[src/sv/jls_pkg.sv]
`default_nettype none
package jls_pkg;

  localparam int MAX_SIZE_DEF    = 64;
  localparam int VALUE_WIDTH_DEF = 32;

  localparam int OP_W     = 2;
  localparam int POS_W    = 6;
  localparam int CFG_IDX_W = 2;
  localparam int CFG_W    = 8;
  localparam int SIZE_W   = 7;
  localparam int FACTOR_W = 8;
  localparam int SHIFT_W  = 6;
  localparam int SWEEP_W  = 14;

  localparam logic [OP_W-1:0] OP_MATRIX = 2'd0;
  localparam logic [OP_W-1:0] OP_RHS    = 2'd1;
  localparam logic [OP_W-1:0] OP_GUESS  = 2'd2;
  localparam logic [OP_W-1:0] OP_START  = 2'd3;

  localparam logic [CFG_IDX_W-1:0] CFG_SIZE   = 2'd0;
  localparam logic [CFG_IDX_W-1:0] CFG_FACTOR = 2'd1;
  localparam logic [CFG_IDX_W-1:0] CFG_SHIFT  = 2'd2;

  localparam logic [SIZE_W-1:0]   SIZE_RST   = 7'd64;
  localparam logic [FACTOR_W-1:0] FACTOR_RST = 8'd6;
  localparam logic [SHIFT_W-1:0]  SHIFT_RST  = 6'd46;

  // Commands from the controller to the datapath.
  typedef struct packed {
    logic load;
    logic zp_clr;
    logic zp_issue;
    logic mac_issue;
    logic mac_first;
    logic div_load;
    logic div_step;
    logic wr;
    logic sq_d;
    logic sq_o;
    logic sq_a;
    logic sums_clr;
    logic chk;
    logic out_ld;
    logic last;
  } cmd_t;

  // Status from the datapath to the controller.
  typedef struct packed {
    logic zp;
    logic conv;
    logic div_done;
  } status_t;

endpackage
`default_nettype wire

[src/sv/jls_ctrl.sv]
`default_nettype none
module jls_ctrl #(
  parameter int MAX_SIZE = jls_pkg::MAX_SIZE_DEF
) (
  input  wire logic                          clk_i,
  input  wire logic                          rst_ni,
  input  wire logic                          cfg_we_i,
  input  wire logic [jls_pkg::CFG_IDX_W-1:0] cfg_index_i,
  input  wire logic [jls_pkg::CFG_W-1:0]     cfg_data_i,
  input  wire logic                          in_valid_i,
  output logic                               in_stall_o,
  input  wire logic [jls_pkg::OP_W-1:0]      operation_i,
  output logic                               out_valid_o,
  input  wire logic                          out_stall_i,
  output jls_pkg::cmd_t                      cmd_o,
  input  wire jls_pkg::status_t              status_i,
  output logic      [$clog2(MAX_SIZE)-1:0]   row_o,
  output logic      [$clog2(MAX_SIZE)-1:0]   col_o,
  output logic      [jls_pkg::SHIFT_W-1:0]   tshift_o,
  output logic      [jls_pkg::SWEEP_W-1:0]   sweeps_o
);
  import jls_pkg::*;

  localparam int IDX_W = $clog2(MAX_SIZE);
  localparam int CNT_W = $clog2(MAX_SIZE + 1);
  localparam int LIM_W = $clog2(255 * MAX_SIZE + 1);

  typedef enum logic [4:0] {
    ST_IDLE, ST_ZP_SCAN, ST_ZP_WAIT, ST_DECIDE, ST_ROW_MAC, ST_MAC_DR1, ST_MAC_DR2,
    ST_DIV_LD, ST_DIV_RUN, ST_WR, ST_SQ_D, ST_SQ_O, ST_SQ_A, ST_CHK,
    ST_OUT_RD, ST_OUT_LD, ST_OUT_WAIT
  } state_e;

  state_e state_q;
  logic [SIZE_W-1:0]   size_q;
  logic [FACTOR_W-1:0] factor_q;
  logic [SHIFT_W-1:0]  shift_q;
  logic [CNT_W-1:0]    n_q, n_d;
  logic [LIM_W-1:0]    limit_q, sweeps_q, sweeps_inc;
  logic [IDX_W-1:0]    i_q, j_q;
  logic                out_valid_q;
  logic                accept, i_last, j_last;

  assign accept     = in_valid_i && (state_q == ST_IDLE);
  assign in_stall_o = state_q != ST_IDLE;
  assign i_last     = CNT_W'(i_q) == CNT_W'(n_q - CNT_W'(1));
  assign j_last     = CNT_W'(j_q) == CNT_W'(n_q - CNT_W'(1));
  assign sweeps_inc = sweeps_q + LIM_W'(1);

  always_comb begin
    if (size_q == '0) begin
      n_d = CNT_W'(1);
    end else if (int'(size_q) > MAX_SIZE) begin
      n_d = CNT_W'(MAX_SIZE);
    end else begin
      n_d = CNT_W'(size_q);
    end
  end

  always_comb begin
    cmd_o           = '0;
    cmd_o.load      = accept && (operation_i != OP_START);
    cmd_o.zp_clr    = accept && (operation_i == OP_START);
    cmd_o.zp_issue  = state_q == ST_ZP_SCAN;
    cmd_o.mac_issue = state_q == ST_ROW_MAC;
    cmd_o.mac_first = (state_q == ST_ROW_MAC) && (j_q == '0);
    cmd_o.div_load  = state_q == ST_DIV_LD;
    cmd_o.div_step  = state_q == ST_DIV_RUN;
    cmd_o.wr        = state_q == ST_WR;
    cmd_o.sq_d      = state_q == ST_SQ_D;
    cmd_o.sq_o      = state_q == ST_SQ_O;
    cmd_o.sq_a      = state_q == ST_SQ_A;
    cmd_o.sums_clr  = (state_q == ST_DECIDE) || (state_q == ST_CHK);
    cmd_o.chk       = state_q == ST_CHK;
    cmd_o.out_ld    = state_q == ST_OUT_LD;
    cmd_o.last      = j_last;
  end

  assign row_o       = i_q;
  assign col_o       = (state_q == ST_ZP_SCAN) ? i_q : j_q;
  assign tshift_o    = shift_q;
  assign sweeps_o    = SWEEP_W'(sweeps_q);
  assign out_valid_o = out_valid_q;

  always_ff @(posedge clk_i or negedge rst_ni) begin
    if (!rst_ni) begin
      state_q     <= ST_IDLE;
      size_q      <= SIZE_RST;
      factor_q    <= FACTOR_RST;
      shift_q     <= SHIFT_RST;
      n_q         <= '0;
      limit_q     <= '0;
      sweeps_q    <= '0;
      i_q         <= '0;
      j_q         <= '0;
      out_valid_q <= 1'b0;
    end else begin
      if (cfg_we_i) begin
        unique case (cfg_index_i)
          CFG_SIZE:   size_q   <= SIZE_W'(cfg_data_i);
          CFG_FACTOR: factor_q <= cfg_data_i;
          CFG_SHIFT:  shift_q  <= SHIFT_W'(cfg_data_i);
          default: ;
        endcase
      end
      unique case (state_q)
        ST_IDLE: begin
          if (accept && (operation_i == OP_START)) begin
            n_q      <= n_d;
            limit_q  <= LIM_W'(int'(factor_q) * int'(n_d));
            sweeps_q <= '0;
            i_q      <= '0;
            j_q      <= '0;
            state_q  <= ST_ZP_SCAN;
          end
        end
        ST_ZP_SCAN: begin
          if (i_last) begin
            i_q     <= '0;
            state_q <= ST_ZP_WAIT;
          end else begin
            i_q <= i_q + IDX_W'(1);
          end
        end
        ST_ZP_WAIT: state_q <= ST_DECIDE;
        ST_DECIDE: begin
          i_q <= '0;
          j_q <= '0;
          if (status_i.zp || (limit_q == '0)) begin
            state_q <= ST_OUT_RD;
          end else begin
            state_q <= ST_ROW_MAC;
          end
        end
        ST_ROW_MAC: begin
          if (j_last) begin
            j_q     <= '0;
            state_q <= ST_MAC_DR1;
          end else begin
            j_q <= j_q + IDX_W'(1);
          end
        end
        ST_MAC_DR1: state_q <= ST_MAC_DR2;
        ST_MAC_DR2: state_q <= ST_DIV_LD;
        ST_DIV_LD:  state_q <= ST_DIV_RUN;
        ST_DIV_RUN: begin
          if (status_i.div_done) begin
            state_q <= ST_WR;
          end
        end
        ST_WR:   state_q <= ST_SQ_D;
        ST_SQ_D: state_q <= ST_SQ_O;
        ST_SQ_O: state_q <= ST_SQ_A;
        ST_SQ_A: begin
          if (i_last) begin
            state_q <= ST_CHK;
          end else begin
            i_q     <= i_q + IDX_W'(1);
            state_q <= ST_ROW_MAC;
          end
        end
        ST_CHK: begin
          sweeps_q <= sweeps_inc;
          i_q      <= '0;
          j_q      <= '0;
          if (status_i.conv || (sweeps_inc >= limit_q)) begin
            state_q <= ST_OUT_RD;
          end else begin
            state_q <= ST_ROW_MAC;
          end
        end
        ST_OUT_RD: state_q <= ST_OUT_LD;
        ST_OUT_LD: begin
          out_valid_q <= 1'b1;
          state_q     <= ST_OUT_WAIT;
        end
        ST_OUT_WAIT: begin
          if (!out_stall_i) begin
            out_valid_q <= 1'b0;
            if (j_last) begin
              state_q <= ST_IDLE;
            end else begin
              j_q     <= j_q + IDX_W'(1);
              state_q <= ST_OUT_RD;
            end
          end
        end
        default: state_q <= ST_IDLE;
      endcase
    end
  end

  a_no_input_while_result: assert property (@(posedge clk_i) disable iff (!rst_ni)
    out_valid_q |-> in_stall_o)
    else $error("input taken while a result item is pending");

  a_div_to_write: assert property (@(posedge clk_i) disable iff (!rst_ni)
    (state_q == ST_DIV_RUN && status_i.div_done) |=> (state_q == ST_WR))
    else $error("divider finish not followed by the write step");

  a_sweep_count: assert property (@(posedge clk_i) disable iff (!rst_ni)
    (state_q == ST_CHK) |=> (sweeps_q == $past(sweeps_q) + LIM_W'(1)))
    else $error("sweep count did not advance");

  a_pivot_abort: assert property (@(posedge clk_i) disable iff (!rst_ni)
    (state_q == ST_DECIDE && status_i.zp) |=> (state_q == ST_OUT_RD))
    else $error("zero pivot did not abort the run");

endmodule
`default_nettype wire

[config.mk]
export PLATFORM = sky130hd
export DESIGN_NAME = jls_ctrl
export DESIGN_NICKNAME = d
export VERILOG_FILES = /design/src/sv/jls_pkg.sv /design/src/sv/jls_ctrl.sv
export SDC_FILE = /design/constraint.sdc
export NUM_CORES = 1
export LEC_CHECK = 0
export BUFFER_PORTS_ARGS = -buffer_cell sky130_fd_sc_hd__buf_2
export CELL_PAD_IN_SITES_DETAIL_PLACEMENT = 1
export CELL_PAD_IN_SITES_GLOBAL_PLACEMENT = 2
export CORE_UTILIZATION = 35
export DETAILED_ROUTE_END_ITERATION = 10
export PLACE_DENSITY_LB_ADDON = 0.08
export SYNTH_ARGS = -nofsm -noshare
export SYNTH_HDL_FRONTEND = slang
export SYNTH_SLANG_ARGS = --single-unit
[constraint.sdc]
create_clock -name clk_i -period 7.1 [get_ports clk_i]
set_input_delay 0.71 -clock clk_i [delete_from_list [all_inputs] [get_ports clk_i]]
set_output_delay 0.71 -clock clk_i [all_outputs]
set_load 0.05 [all_outputs]
==> results of run 1 <==
[Yosys cell counts, drive strengths merged (3+ instances only)]
library cell,instances
a211oi,8
a21boi,3
a21o,4
a21oi,22
a31oi,3
a32oi,3
and2,34
and3,12
buf,9
clkbuf,21
dfrtp,67
dfstp,7
fa,28
ha,50
inv,53
mux2,22
mux2i,5
nand2,112
nand2b,5
nand3,22
nand3b,8
nand4,3
nor2,43
nor2b,10
nor3,12
nor3b,4
nor4,7
o21a,3
o21ai,56
o22ai,4
or2,3
or3,7
xnor2,17
xor2,21
[power by group through the flow]
stage          Clock [mW]  Sequential [mW]  Combinational [mW]
3_5_place_dp            0            0.793                1.73
2_1_floorplan           0            0.860                1.19
3_3_place_gp            0            0.783                1.68
4_1_cts             0.510            0.787                1.75
5_1_grt             0.520            0.814                1.95
6_report            0.491            0.787                1.73
[through the flow]
stage	power [mW]	instances	setup WS, ps	hold slack [ps]
4_1_cts	3.05	1000	1540	513
3_3_place_gp	2.47	984	1790	481
3_5_place_dp	2.53	984	1550	497
6_report	3.01	1000	1560	512
5_1_grt	3.28	1000	1080	533
2_1_floorplan	2.05	718	2020	414
[kinds of logic after synthesis]
family          count (synthesis)  synth area share [%]
simple gates                  290                  23.0
compound gates                127                  12.7
buf+inv                        84                  5.26
fa+ha+maj                      78                  19.0
flops                          74                  29.9
xor+xnor                       38                  5.34
mux                            27                  4.78
[per-layer routing]
layer / wire (um) / up-vias
met5: 0 / -
met4: 352 / 0
met3: 393 / 21
met2: 8840 / 69
met1: 8450 / 2659
li1: - / 2553
[state kept, by name, indices dropped and copies added, names as in the netlist]
signal	count
size_q	7
factor_q	8
out_valid_o	1
j_q	6
sweeps_o	14
tshift_o	6
n_q	7
state_q	5
row_o	6
limit_q	14
[worst paths after layout]
path | start | endpoint | slack (ps)
max in group asynchronous | rst_ni | size_q[2] | 5910
min in group asynchronous | rst_ni | row_o[5] | 520
hold reg to reg | size_q[0] | size_q[0] | 510
setup / recovery | size_q[6] | limit_q[13] | 1560
setup reg to reg | size_q[6] | limit_q[13] | 1560
hold / removal | size_q[0] | size_q[0] | 510
[layout make-up]
| type | count | area, sq um |
|---|---|---|
| multi-input combinational | 560 | 4050 |
| tap | 225 | 282 |
| timing repair buffer | 71 | 365 |
| clock inverter | 3 | 46.3 |
| inverter | 54 | 203 |
| fill | 2043 | 10300 |
| clock buffer | 13 | 270 |
| sequential | 74 | 1860 |
[worst max-delay path, stage by stage, from the launching register on]
cell and delay [ps]:
dfstp_2 460, nor2b_1 460, nand2_1 150, fa_1 510
fa_1 540, inv_1 60, fa_1 530, inv_1 50
fa_1 520, inv_1 40, ha_1 350, o21a_1 200
o21a_1 170, and4_1 190, a2111oi_0 700, a21oi_1 170
xnor2_1 190, o21ai_0 100
==> impl_metrics.tcl, run 1 <==
set metrics [dict create \
    internal-power_mw 1.51 \
    final_common_cell "nand2_1" \
    netSwitchingPower_mw 1.50 \
    numCtsBuffers 9 \
    place_area_sq_um 6760 \
    met3_usage_pct 3.22 \
    drc 0 \
    core_sq_um 17400 \
    ys_seq_area_share_pct 29.9 \
    setup_tns_ps 0 \
    cts_buffer_depth 2 \
    fin_worst_skew_ps 6.68 \
    synth_warnings 0 \
    synth_cell_type_count 63 \
    postCtsHoldBufs 0 \
    gp_congestion 0.822 \
    post-route-period-util_pct 78.1 \
    p_per_area_nw_per_um2 425 \
    crit_type "reg2reg" \
    arrival_ps 5760 \
    htreeDepth 3 \
    dr.pass1.iters 4 \
    synth_top_area_share_pct 26.9 \
    synth_nets 816 \
    synth_area_leaders "dfrtp_1 27%, ha_1 10%, fa_1 9.0%" \
    synth_area_sq_um 6230 \
    min_path_type "reg2reg" \
    grt_pass1_wl_um 29800 \
    max_freq_mhz 180 \
    via_per_inst 5.30 \
    io_pins 69 \
    layout_min_cycle_time_ps 5540 \
    routedWlPerCell_um 18.0 \
    finalSetupViolCount 0 \
    min_path_cells 1 \
    cts-root-buf "clkbuf_16" \
    clock_latency_ps 350 \
    tightest_slew_ps 1140 \
    hold_viol 0 \
    utilization_pct 40.7 \
    synth-seq-cells 74 \
    overflow 0 \
    cp.required_ps 7320 \
    clkSlewWorstSetupHoldPaths_ps 60 \
    antenna_found_initial 0 \
    start_kind "flop" \
    cts.sinks 74 \
    slew_viol_final 0 \
    p_comb_share_pct 57.5 \
    cts_setup_buffers 0 \
    area_delta_synth_final_pct 13.5 \
    grt_busiest_layer "met2" \
    peakVddDrop_uv 159 \
    switching_share_pct 49.8 \
    syn_inst 718 \
    ctsResizeCount 0 \
    syn_avg_cell_area_sq_um 8.67 \
    final_layout_size_suffix_gt1_share_pct 16.4 \
    yosysTopAreaCell "dfrtp_1" \
    cts_tree "done" \
    layout_common_cells "112 x nand2_1, 67 x dfrtp_1, 67 x buf_2" \
    power_frac_seq_pct 26.2 \
    synth_edf_count 0 \
    die_w_um 135 \
    vias 5302 \
    drtIter0Drc 192 \
    status "complete, no violations" \
    design_area_sq_um 7070 \
    max_slew_margin_pct 24.1 \
    row_count 48 \
    p_leak_nw 3.43 \
    grt_use_met1_pct 26.8 \
    rsz0062_at_grt "false" \
    initial_utilization_pct 35.9 \
    antenna_left 0 \
    die_height_um 135 \
    io_buffer_count 68 \
    reg2reg_depth 17 \
    dp.final_hpwl_um 13600 \
    grt_pass1_vias 5671 \
    routed_wl_um 18000 \
    worstPathMaxFanout 16 \
    crit_path_end_kind "flop" \
    cap_violations 0 \
    ys_async_sr_fraction_pct 100 \
    grt_use_total_pct 21.1 \
    antennaDiodeCount 0 \
    ys.flop_type "dfrtp_1" \
    grt_use_met2_pct 36.4 \
    grt_max_degree 75 \
    final_nets 868 \
    fp.dieArea_sq_um 18300 \
    clkPwrFrac_pct 16.3 \
]
Power figures use the tool's default switching activity.
==> run 2, diff against run 1 <==
--- a/config.mk
+++ b/config.mk
@@ -8,7 +8,7 @@
 export BUFFER_PORTS_ARGS = -buffer_cell sky130_fd_sc_hd__buf_2
 export CELL_PAD_IN_SITES_DETAIL_PLACEMENT = 1
 export CELL_PAD_IN_SITES_GLOBAL_PLACEMENT = 2
-export CORE_UTILIZATION = 35
+export CORE_UTILIZATION = 33
 export DETAILED_ROUTE_END_ITERATION = 10
 export PLACE_DENSITY_LB_ADDON = 0.08
 export SYNTH_ARGS = -nofsm -noshare
==> constraint.sdc (replaced) <==
create_clock -name clk_i -period 4.67 [get_ports clk_i]
set_input_delay 0.467 -clock clk_i [delete_from_list [all_inputs] [get_ports clk_i]]
set_output_delay 0.467 -clock clk_i [all_outputs]
set_load 0.05 [all_outputs]
==> impl_metrics.tcl, run 2 (synthesized netlist as in run 1, its figures left out) <==
set metrics [dict create \
    arrival_ps 4810 \
    post-route-period-util_pct 98.3 \
    layout_min_cycle_time_ps 4590 \
    grt_use_total_pct 19.8 \
    worstPathMaxFanout 6 \
    via_per_inst 5.23 \
    io_buffer_count 68 \
    setup_ws_ps 78.5 \
    regArea_sq_um 1860 \
    grt_pass1_vias 5979 \
    netSwitchingPower_mw 2.30 \
    switching_share_pct 47.7 \
    setup_tns_ps 0 \
    antenna_found_initial 0 \
    multi_input_area_sq_um 4130 \
    numCtsBuffers 9 \
    core_sq_um 18200 \
    clock_latency_ps 350 \
    postCtsHoldBufs 0 \
    cap_violations 0 \
    antenna_left 0 \
    cts_buffer_depth 2 \
    gp_congestion 0.792 \
    whs_ps 301 \
    fp.dieArea_sq_um 19400 \
    rsz0062_at_grt "true" \
    peakVddDrop_uv 334 \
    final_common_cell "nand2_1" \
    antennaDiodeCount 0 \
    max_freq_mhz 218 \
    overflow 0 \
    power_frac_seq_pct 24.6 \
    status "complete, no violations" \
    crit_top_cell "fa_1" \
    p_comb_share_pct 58.0 \
    routed_wl_um 18400 \
    crit_type "reg2reg" \
    drc 0 \
    io_pins 69 \
    initial_utilization_pct 34.2 \
    max_slew_margin_pct 24.9 \
    fill_cells 2172 \
    cts_tree "done" \
    pre_cts_ws_ps -126 \
    cts-root-buf "clkbuf_16" \
    crit_path_end_kind "flop" \
    tightest_slew_ps 1120 \
    slowest_stage "dfstp_2" \
    max_stage_delay_ps 690 \
    die_height_um 139 \
    cp.required_ps 4890 \
    layout_common_cells "111 x nand2_1, 67 x dfrtp_1, 67 x buf_2" \
    final_nets 901 \
    dr.pass1.iters 4 \
    hold_viol 0 \
    row_count 49 \
    final_layout_size_suffix_gt1_share_pct 21.9 \
    min_path_type "in2async" \
    finalSetupViolCount 0 \
    p_per_area_nw_per_um2 645 \
    crit_family "adder cells" \
    fin_cells 1037 \
    grt_max_degree 75 \
    htreeDepth 3 \
    routedWlPerCell_um 17.7 \
    crit_chain "buf_6 -> nand2_4 -> fa_1 -> fa_1 -> inv_1 -> fa_1 -> inv_2 -> fa_1 -> inv_2 -> ha_4 -> o21a_1 -> o21a_1 -> and4_4 -> a2111oi_4 -> buf_4 -> xor2_1 -> o21ai_1" \
    internal-power_mw 2.51 \
    post-place-cells 1015 \
    vias 5426 \
    critPathBufInv 5 \
    dp.final_hpwl_um 14000 \
    die_w_um 139 \
    clkPwrFrac_pct 17.4 \
    cts.sinks 74 \
    grt_pass1_wl_um 30600 \
    fin_worst_skew_ps 7.88 \
    drtIter0Drc 133 \
    clkSlewWorstSetupHoldPaths_ps 60 \
    area_delta_synth_final_pct 19.6 \
    utilization_pct 40.9 \
    start_kind "flop" \
    p_leak_nw 3.64 \
    slew_viol_final 0 \
]
[run 2: through the flow]
step	total power [mW]	cell area, sq um
after floorplan	3.16	6270
after global placement	3.84	6990
after detailed placement	3.93	6990
after CTS	4.82	7380
after global routing	5.25	7450
final	4.81	7450
[run 2: area by class of cell]
cell class,instances,share of cell area [%]
multi-input combinational,560,55.4
sequential,74,25.0
timing repair buffer,104,8.28
tap,229,3.85
clock buffer,11,3.39
inverter,54,2.72
clock inverter,5,1.34
[run 2: what timing repair did]
action                                  4_1_cts  5_1_grt
endpoints found under the hold margin         0        0
gates resized for setup                       5       20
buffers inserted                              3        3
endpoints found under the setup margin        3        4
cloned                                        0        0
pin swaps                                     4       15
[run 2: power by group through the flow]
stage                     Clock (mW)  Sequential, mW  Combinational (mW)
final                          0.836            1.18                2.79
after global routing           0.880            1.23                3.14
after CTS                      0.860            1.18                2.78
after detailed placement           0            1.19                2.74
after global placement             0            1.18                2.66
after floorplan                    0            1.31                1.85
[run 2: worst paths after layout]
check / slack (ps) / endpoint / start / cells after the start
max in group asynchronous: 3700 / limit_q[2] / rst_ni / 1
setup reg to reg: 80 / limit_q[11] / size_q[6] / 17
hold reg to reg: 510 / tshift_o[0] / tshift_o[0] / 1
hold / removal: 300 / n_q[6] / rst_ni / 1
min in group clk_i: 370 / factor_q[7] / cfg_data_i[7] / 2
setup / recovery: 80 / limit_q[11] / size_q[6] / 17
[run 2: worst reg2reg max path, stage by stage (launching register included)]
cell and delay, ps:
dfstp_2 690, buf_6 170, nand2_4 50, fa_1 480, fa_1 510, inv_1 50, fa_1 490, inv_2 40
fa_1 490, inv_2 50, ha_4 200, o21a_1 170, o21a_1 190, and4_4 200, a2111oi_4 310, buf_4 170
xor2_1 140, o21ai_1 70
[run 2: routing by layer]
metal	share of wire [%]	global-route usage (%)	up-vias	wire, um
met4	1.2	4.91	0	227
met2	50	35.1	52	9110
li1	-	-	2620	-
met1	47	25.2	2740	8650
met5	0	0	-	0
met3	2.2	2.89	14	400
==> run 3, diff against run 2 <==
--- a/config.mk
+++ b/config.mk
@@ -10,6 +10,7 @@
 export CELL_PAD_IN_SITES_GLOBAL_PLACEMENT = 2
 export CORE_UTILIZATION = 33
 export DETAILED_ROUTE_END_ITERATION = 10
+export HOLD_SLACK_MARGIN = 0.06
 export PLACE_DENSITY_LB_ADDON = 0.08
 export SYNTH_ARGS = -nofsm -noshare
 export SYNTH_HDL_FRONTEND = slang
==> constraint.sdc (replaced) <==
create_clock -name clk_i -period 4.67 [get_ports clk_i]
set_input_delay 0.934 -clock clk_i [delete_from_list [all_inputs] [get_ports clk_i]]
set_output_delay 0.934 -clock clk_i [all_outputs]
set_load 0.05 [all_outputs]
==> impl_metrics.tcl, run 3 (synthesized netlist as in run 1, its figures left out) <==
set metrics [dict create \
    reg2reg_depth 17 \
    post-route-period-util_pct 97.6 \
    multi_input_area_sq_um 4120 \
    postCtsHoldBufs 0 \
    io_buffer_count 68 \
    netSwitchingPower_mw 2.27 \
    utilization_pct 40.5 \
    vias 5387 \
    dp.final_hpwl_um 13900 \
    cts_buffer_depth 2 \
    p_leak_nw 3.59 \
    cp.required_ps 4890 \
    final_nets 897 \
    finalSetupViolCount 0 \
    p_per_area_nw_per_um2 637 \
    hold_viol 0 \
    grt_use_met2_pct 35.0 \
    antenna_left 0 \
    start_kind "flop" \
    die_height_um 139 \
    internal-power_mw 2.43 \
    fp.dieArea_sq_um 19400 \
    worstPathMaxFanout 6 \
    cap_violations 0 \
    status "complete, no violations" \
    tightest_slew_ps 1090 \
    grt_busiest_layer "met2" \
    antennaDiodeCount 0 \
    slew_viol_final 0 \
    dr.pass1.iters 4 \
    overflow 0 \
    final_layout_size_suffix_gt1_share_pct 21.1 \
    initial_utilization_pct 34.2 \
    drtIter0Drc 115 \
    fin_worst_skew_ps 12.2 \
    via_per_inst 5.21 \
    grt_use_total_pct 19.8 \
    regArea_sq_um 1860 \
    cts.sinks 74 \
    routedWlPerCell_um 17.1 \
    max_freq_mhz 219 \
    design_area_sq_um 7370 \
    clkSlewWorstSetupHoldPaths_ps 60 \
    fin_cells 1033 \
    core_sq_um 18200 \
    p_comb_share_pct 58.9 \
    met3_usage_pct 3.20 \
    gp_congestion 0.781 \
    numCtsBuffers 9 \
    place_area_sq_um 6990 \
    rsz0062_at_grt "true" \
    layout_min_cycle_time_ps 4560 \
    fill_cells 2144 \
    switching_share_pct 48.3 \
    die_w_um 139 \
    clkPwrFrac_pct 16.1 \
    crit_type "reg2reg" \
    grt_pass1_wl_um 30700 \
    cts_tree "done" \
    max_slew_margin_pct 27.0 \
    cts-root-buf "clkbuf_16" \
    final_common_cell "nand2_1" \
    layout_common_cells "111 x nand2_1, 67 x dfrtp_1, 67 x buf_2" \
    grt_pass1_vias 6006 \
    routed_wl_um 17700 \
    grt_max_degree 75 \
    clock_latency_ps 340 \
    drc 0 \
    crit_path_end_kind "flop" \
    post-place-cells 1015 \
    area_delta_synth_final_pct 18.4 \
    peakVddDrop_uv 254 \
    io_pins 69 \
    min_path_type "reg2reg" \
    row_count 49 \
    grt_use_met1_pct 25.2 \
    antenna_found_initial 0 \
    arrival_ps 4780 \
    p_total_mw 4.70 \
    min_path_cells 2 \
    htreeDepth 3 \
    power_frac_seq_pct 25.1 \
]
## run 3: per-stage QoR
stage               setup WS, ps  hold WS (ps)  TNS, ps
floorplan                   40.2           466        0
global placement           -5.94           481    -5.94
detailed placement         -73.4           488     -132
CTS                         4.30           502        0
global route                -130           536     -190
finish                       111           498        0
## run 3: worst paths after layout
check	start	to	slack, ps
worst min register to register	out_valid_o	out_valid_o	500
worst min-delay path	out_valid_o	out_valid_o	500
max in group asynchronous	rst_ni	factor_q[7]	3260
worst max register to register	size_q[6]	limit_q[11]	110
min in group asynchronous	rst_ni	row_o[2]	760
worst max-delay path	size_q[6]	limit_q[11]	110
## run 3: routing by layer
metal / vias to the layer above / wire length, um
li1: 2611 / -
met1: 2722 / 8440
met2: 43 / 8730
met3: 11 / 332
met4: 0 / 200
met5: - / 0
## run 3: repair_timing
item / CTS / global route
pin swaps: 4 / 15
buffers inserted: 1 / 1
gates cloned: 0 / 0
gates resized for setup: 5 / 17
endpoints found under the setup margin: 3 / 4
## run 3: worst max-delay path, cell delays in order, from the launching register on
cell	delay, ps
dfstp_2	640
buf_6	160
nor2b_4	50
and2_4	150
fa_1	490
fa_1	430
fa_1	490
inv_1	60
fa_1	520
inv_1	60
ha_4	210
o21a_1	100
o21a_1	190
and4_4	200
a2111oi_4	310
buf_4	170
xor2_1	140
o21ai_1	80
## run 3: power by group through the flow
stage          Sequential (mW)  Clock (mW)  Combinational [mW]
2_1_floorplan             1.31           0                1.85
3_3_place_gp              1.18           0                2.66
3_5_place_dp              1.19           0                2.74
4_1_cts                   1.18       0.781                2.77
5_1_grt                   1.22       0.808                3.14
6_report                  1.18       0.755                2.77
## run 3: area by class of cell
class                   instances  share of cell area, %
repair buffers                100                   7.96
clock inverters                 5                   1.10
multi-input cells             560                   55.9
clock buffers                  11                   3.16
flip-flops and latches         74                   25.2
well taps                     229                   3.89
inverters                      54                   2.75
